<file path="src/sv/multi_click_button_decoder_core_assert.svh">
// Assertion macros used by the button decoder top level.
`ifndef MULTI_CLICK_BUTTON_DECODER_CORE_ASSERT_SVH
`define MULTI_CLICK_BUTTON_DECODER_CORE_ASSERT_SVH
`ifndef SYNTHESIS
// Checked on every rising edge of clk outside reset.
`define MCBD_ASSERT(lbl, prop) \
  lbl: assert property (@(posedge clk) disable iff (rst) prop) else $error("mcbd check failed");
// Checked on every rising edge of clk, reset included.
`define MCBD_ASSERT_RST(lbl, prop) \
  lbl: assert property (@(posedge clk) prop) else $error("mcbd reset check failed");
`else
`define MCBD_ASSERT(lbl, prop)
`define MCBD_ASSERT_RST(lbl, prop)
`endif
`endif

</file>
<file path="src/sv/mcbd_pkg.sv">
// Types and constants of the multi-click button decoder.
`default_nettype none
package mcbd_pkg;

  localparam int HOLD_W   = 13;
  localparam int MULT_W   = 14;
  localparam int DROP_W   = 11;
  localparam int CFG_IDX_W  = 3;
  localparam int CFG_DATA_W = 10;
  localparam int LONG_STEPS = 7;

  typedef enum logic [CFG_IDX_W-1:0] {
    REG_SHORT_MIN       = 3'd0,
    REG_LONG_TICKS      = 3'd1,
    REG_SETTLE_TICKS    = 3'd2,
    REG_TOP_MODE        = 3'd3,
    REG_BRIGHTNESS_STEP = 3'd4
  } cfg_index_t;

  localparam logic [7:0] CLICKS_NEXT_MODE = 8'd1;
  localparam logic [7:0] CLICKS_LIGHTS    = 8'd2;
  localparam logic [7:0] CLICKS_TOP_MODE  = 8'd3;

  localparam logic [7:0] FULL_BRIGHTNESS = 8'd255;

  localparam logic [7:0] RST_SHORT_MIN       = 8'd5;
  localparam logic [9:0] RST_LONG_TICKS      = 10'd100;
  localparam logic [7:0] RST_SETTLE_TICKS    = 8'd50;
  localparam logic [2:0] RST_TOP_MODE        = 3'd4;
  localparam logic [7:0] RST_BRIGHTNESS_STEP = 8'd51;

  typedef struct packed {
    logic [7:0] short_min;
    logic [9:0] long_ticks;
    logic [7:0] settle_ticks;
    logic [2:0] top_mode;
    logic [7:0] brightness_step;
  } cfg_t;

  typedef struct packed {
    logic [HOLD_W-1:0] hold_count;
    logic [7:0]        click_count;
    logic              group_pending;
    logic [7:0]        settle_count;
    logic [2:0]        mode;
    logic [7:0]        brightness;
    logic              lights;
  } state_t;

endpackage
`default_nettype wire

</file>
<file path="src/sv/mcbd_cfg.sv">
// Configuration register file of the button decoder.
`default_nettype none
module mcbd_cfg
  import mcbd_pkg::*;
(
  input  logic                  clk,
  input  logic                  rst,
  input  logic                  cfg_valid,
  output logic                  cfg_ready,
  input  logic [CFG_IDX_W-1:0]  cfg_index,
  input  logic [CFG_DATA_W-1:0] cfg_data,
  output cfg_t                  cfg
);

  assign cfg_ready = 1'b1;

  always_ff @(posedge clk) begin
    if (rst) begin
      cfg.short_min       <= RST_SHORT_MIN;
      cfg.long_ticks      <= RST_LONG_TICKS;
      cfg.settle_ticks    <= RST_SETTLE_TICKS;
      cfg.top_mode        <= RST_TOP_MODE;
      cfg.brightness_step <= RST_BRIGHTNESS_STEP;
    end else if (cfg_valid && cfg_ready) begin
      // Indexes past the register list are dropped.
      unique case (cfg_index)
        REG_SHORT_MIN:       cfg.short_min       <= cfg_data[7:0];
        REG_LONG_TICKS:      cfg.long_ticks      <= cfg_data[9:0];
        REG_SETTLE_TICKS:    cfg.settle_ticks    <= cfg_data[7:0];
        REG_TOP_MODE:        cfg.top_mode        <= cfg_data[2:0];
        REG_BRIGHTNESS_STEP: cfg.brightness_step <= cfg_data[7:0];
        default: ;
      endcase
    end
  end

endmodule
`default_nettype wire

</file>
<file path="src/sv/mcbd_step.sv">
// Next-state logic for one polling tick of the button decoder.
`default_nettype none
module mcbd_step
  import mcbd_pkg::*;
(
  input  cfg_t   cfg,
  input  state_t st,
  input  logic   sample_before,
  input  logic   sample_after,
  output state_t st_next,
  output logic   toggled
);

  logic [MULT_W-1:0] mult [1:LONG_STEPS+1];
  logic [LONG_STEPS-1:0] in_band;
  logic [MULT_W-1:0] hold_x;
  logic [HOLD_W-1:0] hold_upd;

  // Multiples of the long press time; each is a constant-times-L product.
  always_comb begin
    for (int k = 1; k <= LONG_STEPS + 1; k++) begin
      mult[k] = MULT_W'(k) * {{(MULT_W-10){1'b0}}, cfg.long_ticks};
    end
  end

  // Hold count after the sample update, used for the band compares.
  always_comb begin
    hold_upd = st.hold_count;
    if (sample_before && sample_after) begin
      hold_upd = st.hold_count + 1'b1;
    end else if (sample_before) begin
      hold_upd = '0;
    end
  end

  assign hold_x = {1'b0, hold_upd};

  always_comb begin
    for (int i = 0; i < LONG_STEPS; i++) begin
      in_band[i] = (hold_x >= mult[i+1]) && (hold_x < mult[i+2]);
    end
  end

  function automatic logic [7:0] step_level(input int unsigned i, input logic [7:0] step);
    logic [DROP_W-1:0] drop;
    drop = DROP_W'(i) * {{(DROP_W-8){1'b0}}, step};
    if (drop >= {{(DROP_W-8){1'b0}}, FULL_BRIGHTNESS}) begin
      step_level = 8'd0;
    end else begin
      step_level = FULL_BRIGHTNESS - drop[7:0];
    end
  endfunction

  always_comb begin
    logic hit;
    st_next = st;
    toggled = 1'b0;
    hit     = 1'b0;

    // Falling edge: a hold between the two limits is one click.
    if (sample_before && !sample_after) begin
      if ((st.hold_count > {{(HOLD_W-8){1'b0}}, cfg.short_min}) &&
          (st.hold_count < {{(HOLD_W-10){1'b0}}, cfg.long_ticks})) begin
        st_next.click_count   = st.click_count + 1'b1;
        st_next.group_pending = 1'b1;
        st_next.settle_count  = '0;
      end
    end
    st_next.hold_count = hold_upd;

    // Long press: cancel the group, then set brightness by hold length.
    // The first band wins over the wrap at seven long times, which in
    // turn wins over the upper bands.
    if (hold_x >= {{(MULT_W-10){1'b0}}, cfg.long_ticks}) begin
      st_next.group_pending = 1'b0;
      st_next.click_count   = '0;
      st_next.settle_count  = '0;
      priority if (in_band[0]) begin
        st_next.brightness = FULL_BRIGHTNESS;
      end else if (hold_x == mult[LONG_STEPS]) begin
        st_next.hold_count = '0;
      end else begin
        for (int i = 1; i < LONG_STEPS; i++) begin
          if (!hit && in_band[i]) begin
            hit = 1'b1;
            st_next.brightness = step_level(i, cfg.brightness_step);
          end
        end
      end
    end

    // Settle timer after release; decode the group when it expires.
    if (st_next.group_pending && (st_next.hold_count == '0)) begin
      st_next.settle_count = st_next.settle_count + 1'b1;
      if (st_next.settle_count == cfg.settle_ticks) begin
        unique case (st_next.click_count)
          CLICKS_NEXT_MODE: begin
            st_next.mode = (st.mode == cfg.top_mode) ? 3'd0 : st.mode + 1'b1;
          end
          CLICKS_LIGHTS: begin
            st_next.lights = !st.lights;
            toggled = 1'b1;
          end
          CLICKS_TOP_MODE: begin
            st_next.mode = cfg.top_mode;
          end
          default: ;
        endcase
        st_next.group_pending = 1'b0;
        st_next.click_count   = '0;
        st_next.settle_count  = '0;
      end
    end
  end

endmodule
`default_nettype wire

</file>
<file path="src/sv/multi_click_button_decoder_core.sv">
// Top level of the multi-click and long-press button decoder.
//
// Each input item on the s_ stream is one polling tick carrying two button
// samples, one read before and one after the tick delay. For every item the
// block returns exactly one result item on the m_ stream with the mode, the
// brightness, the lights flag and a pulse that marks a lights toggle.
// Settings are written over the cfg_ channel (index and data), which is
// always ready; writes are expected only while no tick is in flight.
//
// An item is taken into an input register, and from there the state update
// runs through one pass of compare and counter logic into the state
// registers and the output register (two register stages from s_tdata to
// m_tdata). One item per cycle is sustained while the receiver keeps m_tready
// high. When the receiver stalls, the result holds in the output register
// and the input register still takes one more item; after that s_tready
// drops until the output drains.
// Synchronous reset empties both registers, loads the default settings, and
// sets mode 0, full brightness and lights off.
`default_nettype none
`include "multi_click_button_decoder_core_assert.svh"
module multi_click_button_decoder_core
  import mcbd_pkg::*;
(
  input  logic                  clk,
  input  logic                  rst,
  // Input ticks. s_tdata: [0] sample_before, [1] sample_after, [7:2] zero.
  input  logic                  s_tvalid,
  output logic                  s_tready,
  input  logic [7:0]            s_tdata,
  // Results. m_tdata: [2:0] mode, [10:3] brightness, [11] lights_on,
  // [12] lights_toggled, [15:13] zero.
  output logic                  m_tvalid,
  input  logic                  m_tready,
  output logic [15:0]           m_tdata,
  // Configuration writes.
  input  logic                  cfg_valid,
  output logic                  cfg_ready,
  input  logic [CFG_IDX_W-1:0]  cfg_index,
  input  logic [CFG_DATA_W-1:0] cfg_data
);

  cfg_t   cfg;
  state_t state;
  state_t state_next;
  logic   toggled_next;

  logic   s1_valid;
  logic   s1_before;
  logic   s1_after;
  logic   advance;
  logic   load;

  logic [2:0] out_mode;
  logic [7:0] out_brightness;
  logic       out_lights;
  logic       out_toggled;

  mcbd_cfg u_cfg (
    .clk       (clk),
    .rst       (rst),
    .cfg_valid (cfg_valid),
    .cfg_ready (cfg_ready),
    .cfg_index (cfg_index),
    .cfg_data  (cfg_data),
    .cfg       (cfg)
  );

  mcbd_step u_step (
    .cfg           (cfg),
    .st            (state),
    .sample_before (s1_before),
    .sample_after  (s1_after),
    .st_next       (state_next),
    .toggled       (toggled_next)
  );

  // The output register frees up when it is empty or being read.
  assign advance  = !m_tvalid || m_tready;
  assign load     = s1_valid && advance;
  assign s_tready = !s1_valid || advance;

  // Input register.
  always_ff @(posedge clk) begin
    if (rst) begin
      s1_valid <= 1'b0;
    end else if (s_tready) begin
      s1_valid <= s_tvalid;
    end
  end

  always_ff @(posedge clk) begin
    if (s_tvalid && s_tready) begin
      s1_before <= s_tdata[0];
      s1_after  <= s_tdata[1];
    end
  end

  // Decoder state, updated once per processed tick.
  always_ff @(posedge clk) begin
    if (rst) begin
      state.hold_count    <= '0;
      state.click_count   <= '0;
      state.group_pending <= 1'b0;
      state.settle_count  <= '0;
      state.mode          <= '0;
      state.brightness    <= FULL_BRIGHTNESS;
      state.lights        <= 1'b0;
    end else if (load) begin
      state <= state_next;
    end
  end

  // Output register.
  always_ff @(posedge clk) begin
    if (rst) begin
      m_tvalid <= 1'b0;
    end else if (advance) begin
      m_tvalid <= s1_valid;
    end
  end

  always_ff @(posedge clk) begin
    if (load) begin
      out_mode       <= state_next.mode;
      out_brightness <= state_next.brightness;
      out_lights     <= state_next.lights;
      out_toggled    <= toggled_next;
    end
  end

  assign m_tdata = {3'b000, out_toggled, out_lights, out_brightness, out_mode};

  // Reset leaves both pipeline registers empty.
  `MCBD_ASSERT_RST(a_reset_empties, rst |=> (!s1_valid && !m_tvalid))
  // Without a pending group, the click and settle counters are idle.
  `MCBD_ASSERT(a_idle_group, !state.group_pending |-> (state.click_count == '0 && state.settle_count == '0))
  // A toggle pulse comes with a real change of the lights flag.
  `MCBD_ASSERT(a_toggle_flips, (load && toggled_next) |=> (state.lights != $past(state.lights)))

endmodule
`default_nettype wire

</file>
<file path="config.mk">
export PLATFORM = sky130hd
export DESIGN_NAME = multi_click_button_decoder_core
export DESIGN_NICKNAME = d
export VERILOG_FILES = /design/src/sv/mcbd_pkg.sv /design/src/sv/mcbd_cfg.sv /design/src/sv/mcbd_step.sv /design/src/sv/multi_click_button_decoder_core.sv
export VERILOG_INCLUDE_DIRS = /design/src /design/src/sv
export SDC_FILE = /design/constraint.sdc
export NUM_CORES = 1
export LEC_CHECK = 0
export BUFFER_PORTS_ARGS = -buffer_cell sky130_fd_sc_hd__buf_2
export CORE_ASPECT_RATIO = 0.5
export CORE_MARGIN = 8
export CORE_UTILIZATION = 40
export DETAILED_ROUTE_END_ITERATION = 6
export GPL_TIMING_DRIVEN = 0
export SETUP_SLACK_MARGIN = 0.02
export SYNTH_ARGS = -nofsm -noshare
export SYNTH_HDL_FRONTEND = slang
export SYNTH_SLANG_ARGS = --single-unit
</file>
<file path="constraint.sdc">
create_clock -name clk -period 6.4 [get_ports clk]
set_input_delay 0.32 -clock clk [delete_from_list [all_inputs] [get_ports clk]]
set_output_delay 0.32 -clock clk [all_outputs]
set_load 0.02 [all_outputs]
</file>
==> impl_metrics.tcl <==
set metrics [dict create \
    dp_hpwl_um 24500 \
    clock-sinks 96 \
    start_util_pct 41.2 \
    max_freq_mhz 168 \
    htree_levels 3 \
    syn_avg_cell_area_um2 8.08 \
    core_um2 24200 \
    synth_seq_area_share_pct 20.8 \
    final-instance-count-excl-fill 1632 \
    clock_path_buffers 2 \
    synth-xor-area-share_pct 4.04 \
    cp_max_fo 10 \
    layout_common_cells "162 x ha_1, 127 x nand2_1, 91 x a21oi_1" \
    postLayoutCoreUtil_pct 45.8 \
    ys_warn_count 0 \
    row_count 40 \
    die_x_um 239 \
    grt_overflow 0 \
    maxSlewHeadroom_pct 20.5 \
    path_clk_slew_ns 0.08 \
    post-route-min-period_ns 5.95 \
    vias_per_cell 5.93 \
    diodes 0 \
    postPlaceCellArea_um2 10600 \
    drv_slew 0 \
    crit_required_ns 6.57 \
    dr.pass1.iters 5 \
    yosysTopAreaCell "ha_1" \
    synthMuxAreaShare_pct 1.47 \
    vias 9682 \
    ys_ff_latch 96 \
    ios 45 \
    startpoint_type "flip-flop" \
    wl_um 31700 \
    final_cell_area_um2 11100 \
    final_common_cell "ha_1" \
    syn_inst 1235 \
    yosys_most_used_dff "dfxtp_1" \
    port-buffer-count 33 \
    place_inst 1608 \
    hold_viol 0 \
    wl_per_cell_um 19.4 \
    netlist_area_um2 9980 \
    crit_type "flip-flop to flip-flop" \
    fin_crit_sh_pct 93.0 \
    antenna_found_initial 0 \
    crit_path_end_kind "flip-flop" \
    grt_max_degree 23 \
    place_congestion 0.929 \
    skew_ns 0.00912 \
    cts_tree "built" \
    crit_arrival_ns 6.13 \
    preCtsSetupSlack_ns -1.21 \
    power_density_nw_per_um2 129 \
    track_usage_pct 20.2 \
    yosysTopAreaCellShare_pct 20.4 \
    leakage_nw 4.83 \
    grt_pass1_wl_um 49800 \
    max-vdd-ir-drop_uv 123 \
    worstHoldPathType "primary input to flip-flop" \
    cts-root-buf "clkbuf_16" \
    synth_top_family_by_area "compound AO/OA/AOI/OAI gates" \
    rsz0062_at_grt "false" \
    synth.distinct_cells 91 \
    drv_cap 0 \
    async_reset_ff_share_pct 0 \
    synth_compound_area_share_pct 24.2 \
    dieArea_um2 30600 \
    worstMarginPinSlew_ns 1.19 \
    clk_latency_ns 0.35 \
    finalNetCount 1494 \
    cts_buffers 9 \
    drcViolationCount 0 \
    synthSimpleGateAreaFrac_pct 21.6 \
    synth_area_leaders "ha_1 20%, dfxtp_1 16%, nand2_1 4.8%" \
    synth_edf_count 15 \
    fin_ws_ns 0.448 \
    syn_to_final_growth_pct 11.2 \
    setup_violations 0 \
    drt_iter0_drc 817 \
    synthAdderAreaFrac_pct 23.3 \
    drtAntennaViolNets 0 \
    die_h_um 128 \
    grt_pass1_vias 9124 \
    final_layout_size_suffix_gt1_share_pct 9.03 \
    status "finished, final reports clean" \
]
-- through the flow --
stage               total power [mW]  hold WS, ns  setup TNS (ns)
detailed placement             0.894        0.448          -24.97
global placement               0.885        0.444          -28.54
finish                          1.44        0.141               0
CTS                             1.44        0.130               0
floorplan                      0.818        0.419               0
global route                    1.49        0.128               0
-- worst max-delay path, stage by stage (launching register included) --
cell        delay, ns
dfxtp_2          0.52
clkinvlp_4       0.17
fa_1             0.50
inv_1            0.04
ha_1             0.32
nor2b_1          0.14
o21ai_0          0.19
a21oi_1          0.11
o21ai_0          0.17
nand2_1          0.11
a21oi_1          0.18
o21bai_1         0.11
a21o_1           0.19
a21oi_1          0.14
ha_1             0.25
and4_1           0.25
and3_1           0.21
a21boi_0         0.15
a211oi_2         0.29
a21boi_0         0.24
a22o_1           0.28
o211ai_4         0.18
or2_1            0.31
a2bb2oi_1        0.14
a211o_1          0.33
a31oi_1          0.23
-- registers in the layout (all words and copies together), names as in the netlist --
name            flops
out_mode            3
s1_before           1
state              42
s1_valid            1
u_cfg.cfg          37
m_tvalid            1
out_lights          1
out_toggled         1
s1_after            1
out_brightness      8
-- area by class of cell --
cell class,instances,area [um^2]
multi-input combinational,1028,7570
fill,2447,13100
buffer,41,189
inverter,71,278
clock inverter,6,63.8
clock buffer,10,239
timing repair buffer,44,255
sequential,96,2080
tap,336,420
-- synthesized netlist by cell type, types with 6 or more instances --
| library cell | n |
|---|---|
| a211oi_1 | 11 |
| nand3_1 | 48 |
| a22oi_1 | 17 |
| or3_1 | 8 |
| inv_1 | 70 |
| mux2i_1 | 9 |
| nor2_1 | 87 |
| and4_1 | 7 |
| dfxtp_1 | 81 |
| nand2b_1 | 19 |
| a21oi_1 | 93 |
| o21ai_0 | 52 |
| xnor2_1 | 27 |
| clkbuf_1 | 31 |
| nor3_1 | 27 |
| nand2_1 | 127 |
| o22ai_1 | 11 |
| nor4_1 | 9 |
| a21o_1 | 43 |
| o21bai_1 | 8 |
| nand3b_1 | 6 |
| o31ai_1 | 6 |
| or4_1 | 6 |
| o21a_1 | 9 |
| ha_1 | 163 |
| xor2_1 | 19 |
| and3_1 | 9 |
| fa_1 | 14 |
| nand4_1 | 20 |
| nor3b_1 | 6 |
| nor2b_1 | 16 |
| and2_1 | 10 |
| o21ai_1 | 7 |
| buf_4 | 8 |
| a31oi_1 | 15 |
| edfxtp_1 | 15 |
| o211ai_1 | 20 |
-- logic make-up (layout without fill, tap and decap cells) --
logic type,Yosys count,count (layout)
simple gates,430,430
flops,96,96
compound gates,357,357
other cells,2,4
fa+ha+maj,177,177
buf+inv,113,172
xor+xnor,46,46
mux,14,14
-- layer usage --
metal	vias up	routed length [um]	track usage [%]
met5	-	0	0
met4	0	446	4.47
met3	39	1900	2.40
met2	281	14000	32.2
met1	4682	15300	28.8
li1	4680	-	-
-- final timing paths --
path / start / endpoint / slack [ns] / cells after the start
worst max register to register: u_cfg.cfg[23] / out_brightness[6] / 0.45 / 25
worst min-delay path: s_tdata[0] / s1_before / 0.14 / 1
worst min register to register: u_cfg.cfg[35] / u_cfg.cfg[35] / 0.46 / 2
worst max-delay path: u_cfg.cfg[23] / out_brightness[6] / 0.45 / 25
-- power by group --
group	switching [mW]	internal, mW	leakage [nW]
Sequential	0.0166	0.621	0.777
Combinational	0.156	0.0921	3.91
Clock	0.264	0.285	0.145
-- repair_timing --
item | CTS | global route
endpoints found under the setup margin | 42 | 41
gates resized for setup | 11 | 21
setup buffers | 5 | 4
hold buffers | 0 | 0
pin swaps | 4 | 3
Note: power is estimated with default switching activity, not from simulation.
